===== src/rtl/core/ima_pkg.sv =====
// Shared types, constants and table functions for the ADPCM encoder.
`default_nettype none
package ima_pkg;

    localparam int unsigned SampleW   = 16;
    localparam int unsigned CodeW     = 4;
    localparam int unsigned StepPosW  = 7;
    localparam int unsigned StepW     = 15;
    localparam int unsigned QueueDepth = 4;
    localparam int unsigned QueuePtrW  = 2;
    localparam int unsigned QueueCntW  = 3;
    localparam logic [StepPosW-1:0] MaxStepPos = 7'd88;
    localparam logic [3:0] LowNibbleMask  = 4'hf;

    // One encoded code on its way from the encoder to the packer.
    typedef struct packed {
        logic [CodeW-1:0] code;
        logic             block_end;
    } t_code_req;

    // Standard 89-entry step size table.
    function automatic logic [StepW-1:0] step_size(input logic [StepPosW-1:0] pos);
        logic [StepW-1:0] s;
        begin
            unique case (pos)
                7'd0:  s = 15'd7;     7'd1:  s = 15'd8;     7'd2:  s = 15'd9;
                7'd3:  s = 15'd10;    7'd4:  s = 15'd11;    7'd5:  s = 15'd12;
                7'd6:  s = 15'd13;    7'd7:  s = 15'd14;    7'd8:  s = 15'd16;
                7'd9:  s = 15'd17;    7'd10: s = 15'd19;    7'd11: s = 15'd21;
                7'd12: s = 15'd23;    7'd13: s = 15'd25;    7'd14: s = 15'd28;
                7'd15: s = 15'd31;    7'd16: s = 15'd34;    7'd17: s = 15'd37;
                7'd18: s = 15'd41;    7'd19: s = 15'd45;    7'd20: s = 15'd50;
                7'd21: s = 15'd55;    7'd22: s = 15'd60;    7'd23: s = 15'd66;
                7'd24: s = 15'd73;    7'd25: s = 15'd80;    7'd26: s = 15'd88;
                7'd27: s = 15'd97;    7'd28: s = 15'd107;   7'd29: s = 15'd118;
                7'd30: s = 15'd130;   7'd31: s = 15'd143;   7'd32: s = 15'd157;
                7'd33: s = 15'd173;   7'd34: s = 15'd190;   7'd35: s = 15'd209;
                7'd36: s = 15'd230;   7'd37: s = 15'd253;   7'd38: s = 15'd279;
                7'd39: s = 15'd307;   7'd40: s = 15'd337;   7'd41: s = 15'd371;
                7'd42: s = 15'd408;   7'd43: s = 15'd449;   7'd44: s = 15'd494;
                7'd45: s = 15'd544;   7'd46: s = 15'd598;   7'd47: s = 15'd658;
                7'd48: s = 15'd724;   7'd49: s = 15'd796;   7'd50: s = 15'd876;
                7'd51: s = 15'd963;   7'd52: s = 15'd1060;  7'd53: s = 15'd1166;
                7'd54: s = 15'd1282;  7'd55: s = 15'd1411;  7'd56: s = 15'd1552;
                7'd57: s = 15'd1707;  7'd58: s = 15'd1878;  7'd59: s = 15'd2066;
                7'd60: s = 15'd2272;  7'd61: s = 15'd2499;  7'd62: s = 15'd2749;
                7'd63: s = 15'd3024;  7'd64: s = 15'd3327;  7'd65: s = 15'd3660;
                7'd66: s = 15'd4026;  7'd67: s = 15'd4428;  7'd68: s = 15'd4871;
                7'd69: s = 15'd5358;  7'd70: s = 15'd5894;  7'd71: s = 15'd6484;
                7'd72: s = 15'd7132;  7'd73: s = 15'd7845;  7'd74: s = 15'd8630;
                7'd75: s = 15'd9493;  7'd76: s = 15'd10442; 7'd77: s = 15'd11487;
                7'd78: s = 15'd12635; 7'd79: s = 15'd13899; 7'd80: s = 15'd15289;
                7'd81: s = 15'd16818; 7'd82: s = 15'd18500; 7'd83: s = 15'd20350;
                7'd84: s = 15'd22385; 7'd85: s = 15'd24623; 7'd86: s = 15'd27086;
                7'd87: s = 15'd29794;
                default: s = 15'd32767;
            endcase
            return s;
        end
    endfunction

    // Index adjust: -1 for magnitudes 0..3, then 2, 4, 6, 8.
    function automatic logic signed [4:0] idx_adjust(input logic [2:0] mag);
        logic signed [4:0] a;
        begin
            unique case (mag)
                3'd4:    a = 5'sd2;
                3'd5:    a = 5'sd4;
                3'd6:    a = 5'sd6;
                3'd7:    a = 5'sd8;
                default: a = -5'sd1;
            endcase
            return a;
        end
    endfunction

endpackage
`default_nettype wire


===== src/rtl/core/ima_front.sv =====
// Front end: takes samples and runs the predictor / step index recurrence.
`default_nettype none
module ima_front (
    input  wire logic                           i_clk,
    input  wire logic                           i_rst_n,
    input  wire logic signed [ima_pkg::SampleW-1:0] i_sample,
    input  wire logic                           i_block_end,
    input  wire logic                           i_in_valid,
    output logic                                o_in_ready,
    input  wire logic                           i_q_full,
    output logic                                o_push,
    output ima_pkg::t_code_req                  o_push_req
);
    import ima_pkg::*;

    logic signed [SampleW-1:0]  r_pred;
    logic signed [SampleW-1:0]  n_pred;
    logic [StepPosW-1:0]        r_step_pos;
    logic [StepPosW-1:0]        n_step_pos;

    logic [StepPosW-1:0]        pos;
    logic [StepW-1:0]           step;
    logic [StepW-1:0]           step_h;
    logic [StepW-1:0]           step_q;
    logic signed [SampleW:0]    diff;
    logic                       neg;
    logic [SampleW:0]           mag;
    logic [SampleW:0]           recon;
    logic [2:0]                 mbits;
    logic signed [SampleW+1:0]  next;
    logic signed [4:0]          adj;
    logic signed [StepPosW:0]   p;

    assign o_in_ready = !i_q_full;
    assign o_push     = i_in_valid && !i_q_full;

    always_comb begin
        pos    = (r_step_pos > MaxStepPos) ? MaxStepPos : r_step_pos;
        step   = step_size(pos);
        step_h = step >> 1;
        step_q = step >> 2;
        diff   = {i_sample[SampleW-1], i_sample} - {r_pred[SampleW-1], r_pred};
        neg    = diff[SampleW];
        mag    = neg ? ((SampleW+1)'(0) - diff) : diff;
        recon  = {2'b00, step >> 3};
        mbits  = 3'b000;
        if (mag >= {2'b00, step}) begin
            mbits[2] = 1'b1;
            mag      = mag - {2'b00, step};
            recon    = recon + {2'b00, step};
        end
        if (mag >= {2'b00, step_h}) begin
            mbits[1] = 1'b1;
            mag      = mag - {2'b00, step_h};
            recon    = recon + {2'b00, step_h};
        end
        if (mag >= {2'b00, step_q}) begin
            mbits[0] = 1'b1;
            recon    = recon + {2'b00, step_q};
        end

        // predictor update, saturated to 16 bits
        if (neg) begin
            next = {{2{r_pred[SampleW-1]}}, r_pred} - $signed({1'b0, recon});
        end else begin
            next = {{2{r_pred[SampleW-1]}}, r_pred} + $signed({1'b0, recon});
        end
        if (next > 18'sd32767) begin
            n_pred = 16'sh7fff;
        end else if (next < -18'sd32768) begin
            n_pred = 16'sh8000;
        end else begin
            n_pred = next[SampleW-1:0];
        end

        // step index update, clamped to 0..88
        adj = idx_adjust(mbits);
        p   = $signed({1'b0, pos}) + $signed({{(StepPosW-4){adj[4]}}, adj});
        if (p < 0) begin
            n_step_pos = '0;
        end else if (p > $signed({1'b0, MaxStepPos})) begin
            n_step_pos = MaxStepPos;
        end else begin
            n_step_pos = p[StepPosW-1:0];
        end

        o_push_req.code      = {neg, mbits};
        o_push_req.block_end = i_block_end;
    end

    always_ff @(posedge i_clk) begin
        if (!i_rst_n) begin
            r_pred     <= '0;
            r_step_pos <= '0;
        end else if (o_push) begin
            r_pred     <= n_pred;
            r_step_pos <= n_step_pos;
        end
    end

endmodule
`default_nettype wire


===== src/rtl/core/ima_queue.sv =====
// Short code queue between encoder and packer.
`default_nettype none
module ima_queue (
    input  wire logic               i_clk,
    input  wire logic               i_rst_n,
    input  wire logic               i_push,
    input  ima_pkg::t_code_req      i_push_req,
    output logic                    o_full,
    input  wire logic               i_pop,
    output logic                    o_avail,
    output ima_pkg::t_code_req      o_head
);
    import ima_pkg::*;

    t_code_req              r_mem [QueueDepth];
    logic [QueuePtrW-1:0]   r_wr_ptr;
    logic [QueuePtrW-1:0]   r_rd_ptr;
    logic [QueueCntW-1:0]   r_count;
    logic                   do_push;
    logic                   do_pop;

    assign o_full  = (r_count == QueueCntW'(QueueDepth));
    assign o_avail = (r_count != '0);
    assign o_head  = r_mem[r_rd_ptr];
    assign do_push = i_push && !o_full;
    assign do_pop  = i_pop && o_avail;

    always_ff @(posedge i_clk) begin
        if (do_push) begin
            r_mem[r_wr_ptr] <= i_push_req;
        end
    end

    always_ff @(posedge i_clk) begin
        if (!i_rst_n) begin
            r_wr_ptr <= '0;
            r_rd_ptr <= '0;
            r_count  <= '0;
        end else begin
            if (do_push) begin
                r_wr_ptr <= r_wr_ptr + 1'b1;
            end
            if (do_pop) begin
                r_rd_ptr <= r_rd_ptr + 1'b1;
            end
            case ({do_push, do_pop})
                2'b10:   r_count <= r_count + 1'b1;
                2'b01:   r_count <= r_count - 1'b1;
                default: r_count <= r_count;
            endcase
        end
    end

endmodule
`default_nettype wire


===== src/rtl/core/ima_back.sv =====
// Back end: pairs codes into bytes and holds the output register.
`default_nettype none
module ima_back (
    input  wire logic               i_clk,
    input  wire logic               i_rst_n,
    input  wire logic               i_avail,
    input  ima_pkg::t_code_req      i_head,
    output logic                    o_pop,
    output logic [7:0]              o_packed_byte,
    output logic                    o_last_of_block,
    output logic                    o_out_valid,
    input  wire logic               i_out_ready
);
    import ima_pkg::*;

    logic [CodeW-1:0]   r_held;
    logic               r_pending;
    logic [7:0]         r_byte;
    logic               r_last;
    logic               r_valid;
    logic               out_free;
    logic               emit;

    assign out_free        = !r_valid || i_out_ready;
    assign o_pop           = i_avail && out_free;
    assign emit            = o_pop && (r_pending || i_head.block_end);
    assign o_packed_byte   = r_byte;
    assign o_last_of_block = r_last;
    assign o_out_valid     = r_valid;

    always_ff @(posedge i_clk) begin
        if (emit) begin
            if (r_pending) begin
                r_byte <= {i_head.code, r_held & LowNibbleMask};
                r_last <= i_head.block_end;
            end else begin
                r_byte <= {4'h0, i_head.code};
                r_last <= 1'b1;
            end
        end
    end

    always_ff @(posedge i_clk) begin
        if (!i_rst_n) begin
            r_held    <= '0;
            r_pending <= 1'b0;
            r_valid   <= 1'b0;
        end else begin
            if (o_pop) begin
                if (r_pending || i_head.block_end) begin
                    r_held    <= '0;
                    r_pending <= 1'b0;
                end else begin
                    r_held    <= i_head.code;
                    r_pending <= 1'b1;
                end
            end
            if (emit) begin
                r_valid <= 1'b1;
            end else if (i_out_ready) begin
                r_valid <= 1'b0;
            end
        end
    end

endmodule
`default_nettype wire


===== src/rtl/core/ima_adpcm_encoder.sv =====
// IMA/DVI 4-bit ADPCM encoder top level: encoder front, code queue, byte packer.
//
// Input channel (i_in_valid / o_in_ready): one request carries a signed 16-bit
// PCM sample and a block-end flag. Output channel (o_out_valid / i_out_ready):
// one request carries a packed byte (earlier code in the low nibble) and a
// last-of-block flag. Two samples give one byte; a block end on an odd sample
// gives a byte with that code alone and a zero high nibble.
// The front encodes one sample per cycle while the queue is not full: predictor
// and step index are computed combinationally and registered with each accepted
// sample. Codes pass through a 4-entry queue to the packer, which drives a
// registered output. The code of the sample that completes a byte is written
// into the queue and, once at its head, packed into the output register.
// A receiver stall fills the output register, then the queue; o_in_ready drops
// only when the queue holds 4 codes, so the input keeps flowing until then.
// Reset (synchronous, active low) clears predictor, step index, the pending
// nibble, the queue and the output valid.
`default_nettype none
module ima_adpcm_encoder (
    input  wire logic                   i_clk,
    input  wire logic                   i_rst_n,
    input  wire logic signed [15:0]     i_sample,
    input  wire logic                   i_block_end,
    input  wire logic                   i_in_valid,
    output logic                        o_in_ready,
    output logic [7:0]                  o_packed_byte,
    output logic                        o_last_of_block,
    output logic                        o_out_valid,
    input  wire logic                   i_out_ready
);
    import ima_pkg::*;

    t_code_req  push_req;
    t_code_req  head;
    logic       push;
    logic       q_full;
    logic       q_avail;
    logic       pop;

    ima_front u_front (
        .i_clk       (i_clk),
        .i_rst_n     (i_rst_n),
        .i_sample    (i_sample),
        .i_block_end (i_block_end),
        .i_in_valid  (i_in_valid),
        .o_in_ready  (o_in_ready),
        .i_q_full    (q_full),
        .o_push      (push),
        .o_push_req  (push_req)
    );

    ima_queue u_queue (
        .i_clk      (i_clk),
        .i_rst_n    (i_rst_n),
        .i_push     (push),
        .i_push_req (push_req),
        .o_full     (q_full),
        .i_pop      (pop),
        .o_avail    (q_avail),
        .o_head     (head)
    );

    ima_back u_back (
        .i_clk           (i_clk),
        .i_rst_n         (i_rst_n),
        .i_avail         (q_avail),
        .i_head          (head),
        .o_pop           (pop),
        .o_packed_byte   (o_packed_byte),
        .o_last_of_block (o_last_of_block),
        .o_out_valid     (o_out_valid),
        .i_out_ready     (i_out_ready)
    );

endmodule
`default_nettype wire

===== config.mk =====
export PLATFORM = sky130hd
export DESIGN_NAME = ima_adpcm_encoder
export DESIGN_NICKNAME = d
export VERILOG_FILES = /design/src/rtl/core/ima_pkg.sv /design/src/rtl/core/ima_front.sv /design/src/rtl/core/ima_queue.sv /design/src/rtl/core/ima_back.sv /design/src/rtl/core/ima_adpcm_encoder.sv
export SDC_FILE = /design/constraint.sdc
export NUM_CORES = 1
export LEC_CHECK = 0
export BUFFER_PORTS_ARGS = -buffer_cell sky130_fd_sc_hd__buf_2
export CORE_UTILIZATION = 66
export DETAILED_ROUTE_END_ITERATION = 7
export PLACE_DENSITY = 0.85
export SYNTH_ARGS = -nofsm -noshare
export SYNTH_HDL_FRONTEND = slang
export SYNTH_SLANG_ARGS = --single-unit

===== constraint.sdc =====
create_clock -name i_clk -period 27.6 [get_ports i_clk]
set_clock_uncertainty 0.05 [all_clocks]
set_input_delay 5.52 -clock i_clk [delete_from_list [all_inputs] [get_ports i_clk]]
set_output_delay 5.52 -clock i_clk [all_outputs]
set_load 0.005 [all_outputs]

# Word-level counts from Yosys, hierarchy flattened
# Memory sizes are Yosys's and may differ from the RTL's. A register that Yosys moved wholly into a read port is not among the register bits.
# Index checks and enable logic that the tools add are counted.
word_totals:
  register_bits: 45
  ramBits: 20
  romBits: 1920
  inputBits: 21
  output_inout_bits: 11
  memories: 2
classes:
  addsub: 14
  magnitude_cmp: 8
  n_eq_ne: 7
  muxes: 26
  reduce_logical: 12
mem_list:
  columns: ["memory", "depth", "word_bits", "rd", "rd_ports_with_merged_regs", "wr", "line_no", "rtl"]
  rows:
  - ["(name not given)", 128, 15, 1, 0, 0, "ima_pkg.sv:25", "unique case (pos)"]
  - ["u_queue.r_mem", 4, 5, 1, 1, 1, "ima_queue.sv:15", "t_code_req r_mem [QueueDepth];"]
op_table:
  columns: ["op", "count"]
  rows:
  - ["two-way mux 17 bit", 5]
  - ["two-way mux 16 bit", 3]
  - ["two-way mux 7 bit", 3]
  - ["one-hot mux 5 bit (4 select lines)", 1]
  - ["adder 18 x 17 -> 18 bit", 1]
  - ["> comparator 18 x 16 -> 1 bit (second input constant)", 1]
  - ["< comparator 18 x 16 -> 1 bit (second input constant)", 1]
  - ["two-way mux 18 bit", 1]
  - ["subtractor 18 x 17 -> 18 bit", 1]
  - ["adder 17 x 13 -> 17 bit", 1]
  - ["adder 17 x 14 -> 17 bit", 1]
  - [">= comparator 17 x 13 -> 1 bit", 1]
  - [">= comparator 17 x 14 -> 1 bit", 1]
  - [">= comparator 17 x 15 -> 1 bit", 1]
  - ["subtractor 1 x 17 -> 17 bit (first input constant)", 1]
  - ["subtractor 16 x 16 -> 17 bit", 1]
  - ["subtractor 17 x 14 -> 17 bit", 1]
  - ["subtractor 17 x 15 -> 17 bit", 1]
  - ["adder 12 x 15 -> 16 bit", 1]
  - ["equality test 3 bit (second input constant)", 5]
  - ["adder 8 x 5 -> 8 bit", 1]
  - ["> comparator 8 bit (second input constant)", 1]
  - ["< comparator 8 x 1 -> 1 bit (second input constant)", 1]
  - ["two-way mux 1 bit", 8]
  - ["other kinds (14)", 24]

# Logic depth before layout (Yosys ltp)
depth:
  depth_word: 15
  ltp_mapped: 87
  depth_no_buf: 74

# Cells and area by module
# Synthesis repeated with hierarchy kept, for this count alone.
unflattened:
  cells_unflattened: 1561
  hier_area_um2: 11644.9
modules_own_cells:
  columns: ["module", "n_inst", "cells_each", "area_per_inst_um2", "seq_area_each_um2"]
  rows:
  - ["ima_front", 1, 1435, 9769.4, 460.4]
  - ["ima_queue", 1, 78, 1229.9, 780.7]
  - ["ima_back", 1, 48, 645.6, 390.4]

# Least setup slack after synthesis
# OpenSTA, ideal clock, no wires.
synth_timing:
  path_kind: "in2reg"
  startpoint: "in i_sample[0]"
  endpoint: "reg u_front.r_pred[10]"
  setup_time_ps: 139
  arrival_time_ps: 21596
  required_ps: 27411
  slack_ps: 5815
  path_stages: 86
  n_path_buf: 15
  path_cell_list: "inv_1 ha_1 fa_1 nand2b_1 a21oi_1 o21ai_0 o211ai_1 and3_1 clkbuf_1 inv_1 clkbuf_1 clkbuf_1 nand2_1 o21ai_0 ha_1 nand2b_1 a21oi_1 nor4_1 [50 not listed] o21ai_0 a21boi_0 o21ai_0 a21boi_0 o21ai_0 nand2b_1 a211oi_1 nor2_1 nor4_1 o31ai_1 or2_2 clkbuf_1 a21o_1 a21oi_1 xnor3_2 buf_2 o21ai_0 a221oi_1"
synth_between:
  elab_chain_cells: 14
  elab_cells_between_ends: 22
  cone_classes: "8 x add/sub; 5 x order compare; 9 x mux"
synth_rtl:
  columns: ["item", "line_no", "rtl"]
  rows:
  - ["from (decl)", "ima_adpcm_encoder.sv:21", "input wire logic signed [15:0] i_sample,"]
  - ["subtractor 16 x 16 -> 17 bit (*)", "ima_front.sv:42", "diff = {i_sample[SampleW-1], i_sample} - {r_pred[SampleW-1], r_pred};"]
  - ["subtractor 1 x 17 -> 17 bit", "ima_front.sv:44", "mag = neg ? ((SampleW+1)'(0) - diff) : diff;"]
  - ["two-way mux 17 bit", "ima_front.sv:44", null]
  - [">= comparator 17 x 15 -> 1 bit / subtractor 17 x 15 -> 17 bit (equally long branches)", "ima_front.sv:47, ima_front.sv:49", null]
  - ["two-way mux 16 bit / two-way mux 17 bit (equally long branches)", "ima_front.sv:47", "if (mag >= {2'b00, step}) begin"]
  - ["adder 17 x 14 -> 17 bit (tied with other cells)", "ima_front.sv:55", "recon = recon + {2'b00, step_h};"]
  - ["two-way mux 17 bit", "ima_front.sv:52", "if (mag >= {2'b00, step_h}) begin"]
  - ["adder 17 x 13 -> 17 bit / >= comparator 17 x 13 -> 1 bit (equally long branches)", "ima_front.sv:59, ima_front.sv:57", null]
  - ["two-way mux 17 bit", "ima_front.sv:57", "if (mag >= {2'b00, step_q}) begin"]
  - ["adder 18 x 17 -> 18 bit / subtractor 18 x 17 -> 18 bit (equally long branches)", "ima_front.sv:66, ima_front.sv:64", null]
  - ["two-way mux 18 bit (*)", "ima_front.sv:63", "if (neg) begin"]
  - ["< comparator 18 x 16 -> 1 bit", "ima_front.sv:70", "end else if (next < -18'sd32768) begin"]
  - ["two-way mux 16 bit", "ima_front.sv:70", null]
  - ["two-way mux 16 bit (*)", "ima_front.sv:68", "if (next > 18'sd32767) begin"]
  - ["to (signal assigned)", "ima_front.sv:96", "r_pred <= n_pred;"]
  - ["to (decl)", "ima_front.sv:16", "logic signed [SampleW-1:0] r_pred;"]
# Every way passes the cells marked *; elsewhere a longest branch is shown, timed or not.
# A chain may end at the register's enable or synchronous reset.

# Worst setup path in the final report
layout_timing:
  startpoint: "in i_sample[0]"
  endpoint: "reg u_front.r_pred[6]"
# Same word-level chain as after synthesis.

==> impl_metrics.toml <==
[status]
status = "finished with violations"
failed_checks = "DRC"

[placement]
routabilityCongestion = 0.998
dp_hpwl_um = 27200
port_buffers = 31

[route]
via_count = 12411
drc = 1
firstDrtPassIters = 8
drtIter0Drc = 1400
vias_per_cell = 6.80
post_drt_wl_per_cell_um = 19.7
wirelength_um = 36000
drtAntennaViolNets = 0

[clock_tree]
cts_max_level = 3
clock_latency_ns = 0.34
path_clk_slew_ns = 0.06
clock-sinks = 67
cts_tree = "yes"
cts_buffers = 9
cts-root-buf = "clkbuf_16"
ctsHoldBuffers = 0
post_cts_resized = 0
clock_path_buffers = 2
cts_setup_buffers = 0

[floorplanning]
die_width_um = 136
die_y_um = 136
ios = 32
rows = 48
dieArea_um2 = 18600
core_area_um2 = 17500
start_util = 0.682

[yosys]
ys.flop_type = "dfxtp_1"
syn_area_um2 = 11900
synth.largest_area_cell = "ha_1"
synth-edff-count = 29
synth_area_leaders = "ha_1, edfxtp_1, dfxtp_1"
async_flop_share = 0
synth_seq_cells = 67
synth.most_common_cell = "nor2_1"
synth_common_cells = "nor2_1, nand2_1, a21oi_1, ha_1, o21ai_0"
syn_area_per_cell_um2 = 7.39
seq_area_frac_synth = 0.137
ys_types = 93
synth_top_area_share = 0.148
yosysWarnings = 0
synthesis.nets = 1783
synthCells = 1612

[critical_path]
arrival_ns = 24.20
startpoint_type = "input port"
crit_type = "in2reg"
worstPathRequired_ns = 27.74
slowest_delay_ns = 0.77
worstPathMaxFanout = 42
cp_common_cell = "o21ai_0"
cp_slowest_cell = "o22ai_1"
endpoint_kind = "register"

[layout]
drive_above_1_share = 0.0763
register_area_um2 = 1630
multi_input_area_um2 = 9600
layout.filler_cells = 1432
antenna_cells = 0
nets = 1765
syn2layout_area_growth_pct = 4.76

[grt]
antenna_found_initial = 0
grt_max_degree = 43
grt_usage = 0.383
grt_pass1_vias = 11047
grt_pass1_wl_um = 56500
busiest_layer = "met2"
use_met2 = 0.594
use_met1 = 0.517
use_met3 = 0.0723
grt_remaining_overflow = 0

[timing]
min_period_over_period = 0.872
finalHoldViolations = 0
maxSlewHeadroom = 0.266
min_period_ns = 24.06
drv_slew = 0
rsz0062_at_grt = "false"
setup_viol = 0
max_freq_mhz = 41.6
worstMarginPinSlew_ns = 1.10
setup_tns_ns = 0

[min_path]
hold_class = "reg2reg"

[run]
maxCapViolations = 0
-- flip-flops by register name (all words and copies together), names as in the netlist, named ones only --
signal / count
u_queue.r_mem: 20
u_front.r_pred: 16
u_back.o_packed_byte: 8
u_front.r_step_pos: 7
u_back.r_held: 4
u_queue.r_count: 3
u_queue.r_rd_ptr: 2
u_queue.r_wr_ptr: 2
u_back.o_last_of_block: 1
u_back.o_out_valid: 1
u_back.r_pending: 1
-- kinds of logic (layout without fill, tap and decap cells) --
family          Yosys count  in the layout  synth area share
flops                    67             67             0.137
mux                      41             41            0.0456
simple gates            527            527             0.212
buf+inv                 175            162            0.0574
xor+xnor                116            116            0.0866
fa+ha+maj               150            150             0.163
compound gates          536            536             0.298
-- layer usage --
layer  up-vias  part of all wire  wire, µm
li1       5879                 -         -
met1      5719              0.42     15200
met2       701              0.43     15500
met3       112              0.11      3810
met4         0             0.041      1460
met5         -                 0         0
-- layout make-up --
| cell class | instances | share of cell area |
|---|---|---|
| multi-input combinational | 1370 | 0.769 |
| sequential | 67 | 0.131 |
| inverter | 102 | 0.0309 |
| tap | 225 | 0.0226 |
| clock buffer | 11 | 0.0212 |
| timing repair buffer | 44 | 0.0203 |
| clock inverter | 5 | 0.00511 |
-- path summary, 6_finish.rpt --
| check | from | to | slack [ns] | depth (start not counted) |
|---|---|---|---|---|
| max reg2reg | u_front.r_step_pos[1] | u_front.r_pred[6] | 7.62 | 71 |
| min reg2reg | u_back.r_held[3] | u_back.r_held[3] | 0.40 | 2 |
| min | u_back.r_held[3] | u_back.r_held[3] | 0.40 | 2 |
| max | i_sample[0] | u_front.r_pred[6] | 3.54 | 72 |
-- through the flow --
stage	hold slack, ns	area (µm²)	instances	util	worst slack, ns
after global placement	0.388	12200	1808	0.695	4.72
after CTS	0.398	12500	1824	0.714	3.98
after global routing	0.434	12500	1824	0.714	2.20
final	0.401	12500	1824	0.714	3.54
after floorplan	0.378	11900	1612	-	5.81
after detailed placement	0.390	12200	1808	0.695	3.86
-- placed cells by master (no fill, tap or decap), types with 18 or more instances in the layout --
master / n
a211oi_1: 18
a21o_1: 31
a21oi_1: 141
buf_2: 31
dfxtp_1: 38
edfxtp_1: 29
ha_1: 141
inv_1: 96
mux2i_1: 19
nand2_1: 149
nand2b_1: 36
nand3_1: 37
nor2_1: 149
nor2b_1: 21
nor3_1: 29
o21a_1: 21
o21ai_0: 126
or3_1: 18
xnor2_1: 70
xor2_1: 45
-- critical path, delay by kind of cell --
kind            cells  cell delay, ns
compound gates     35            9.69
fa+ha+maj           7            2.00
simple gates       20            3.94
buf+inv             8            2.29
mux                 2            0.69
Power is left out: the tool's default activity adds up to more than one toggle a clock period on the data nets, which glitch-free logic cannot reach.
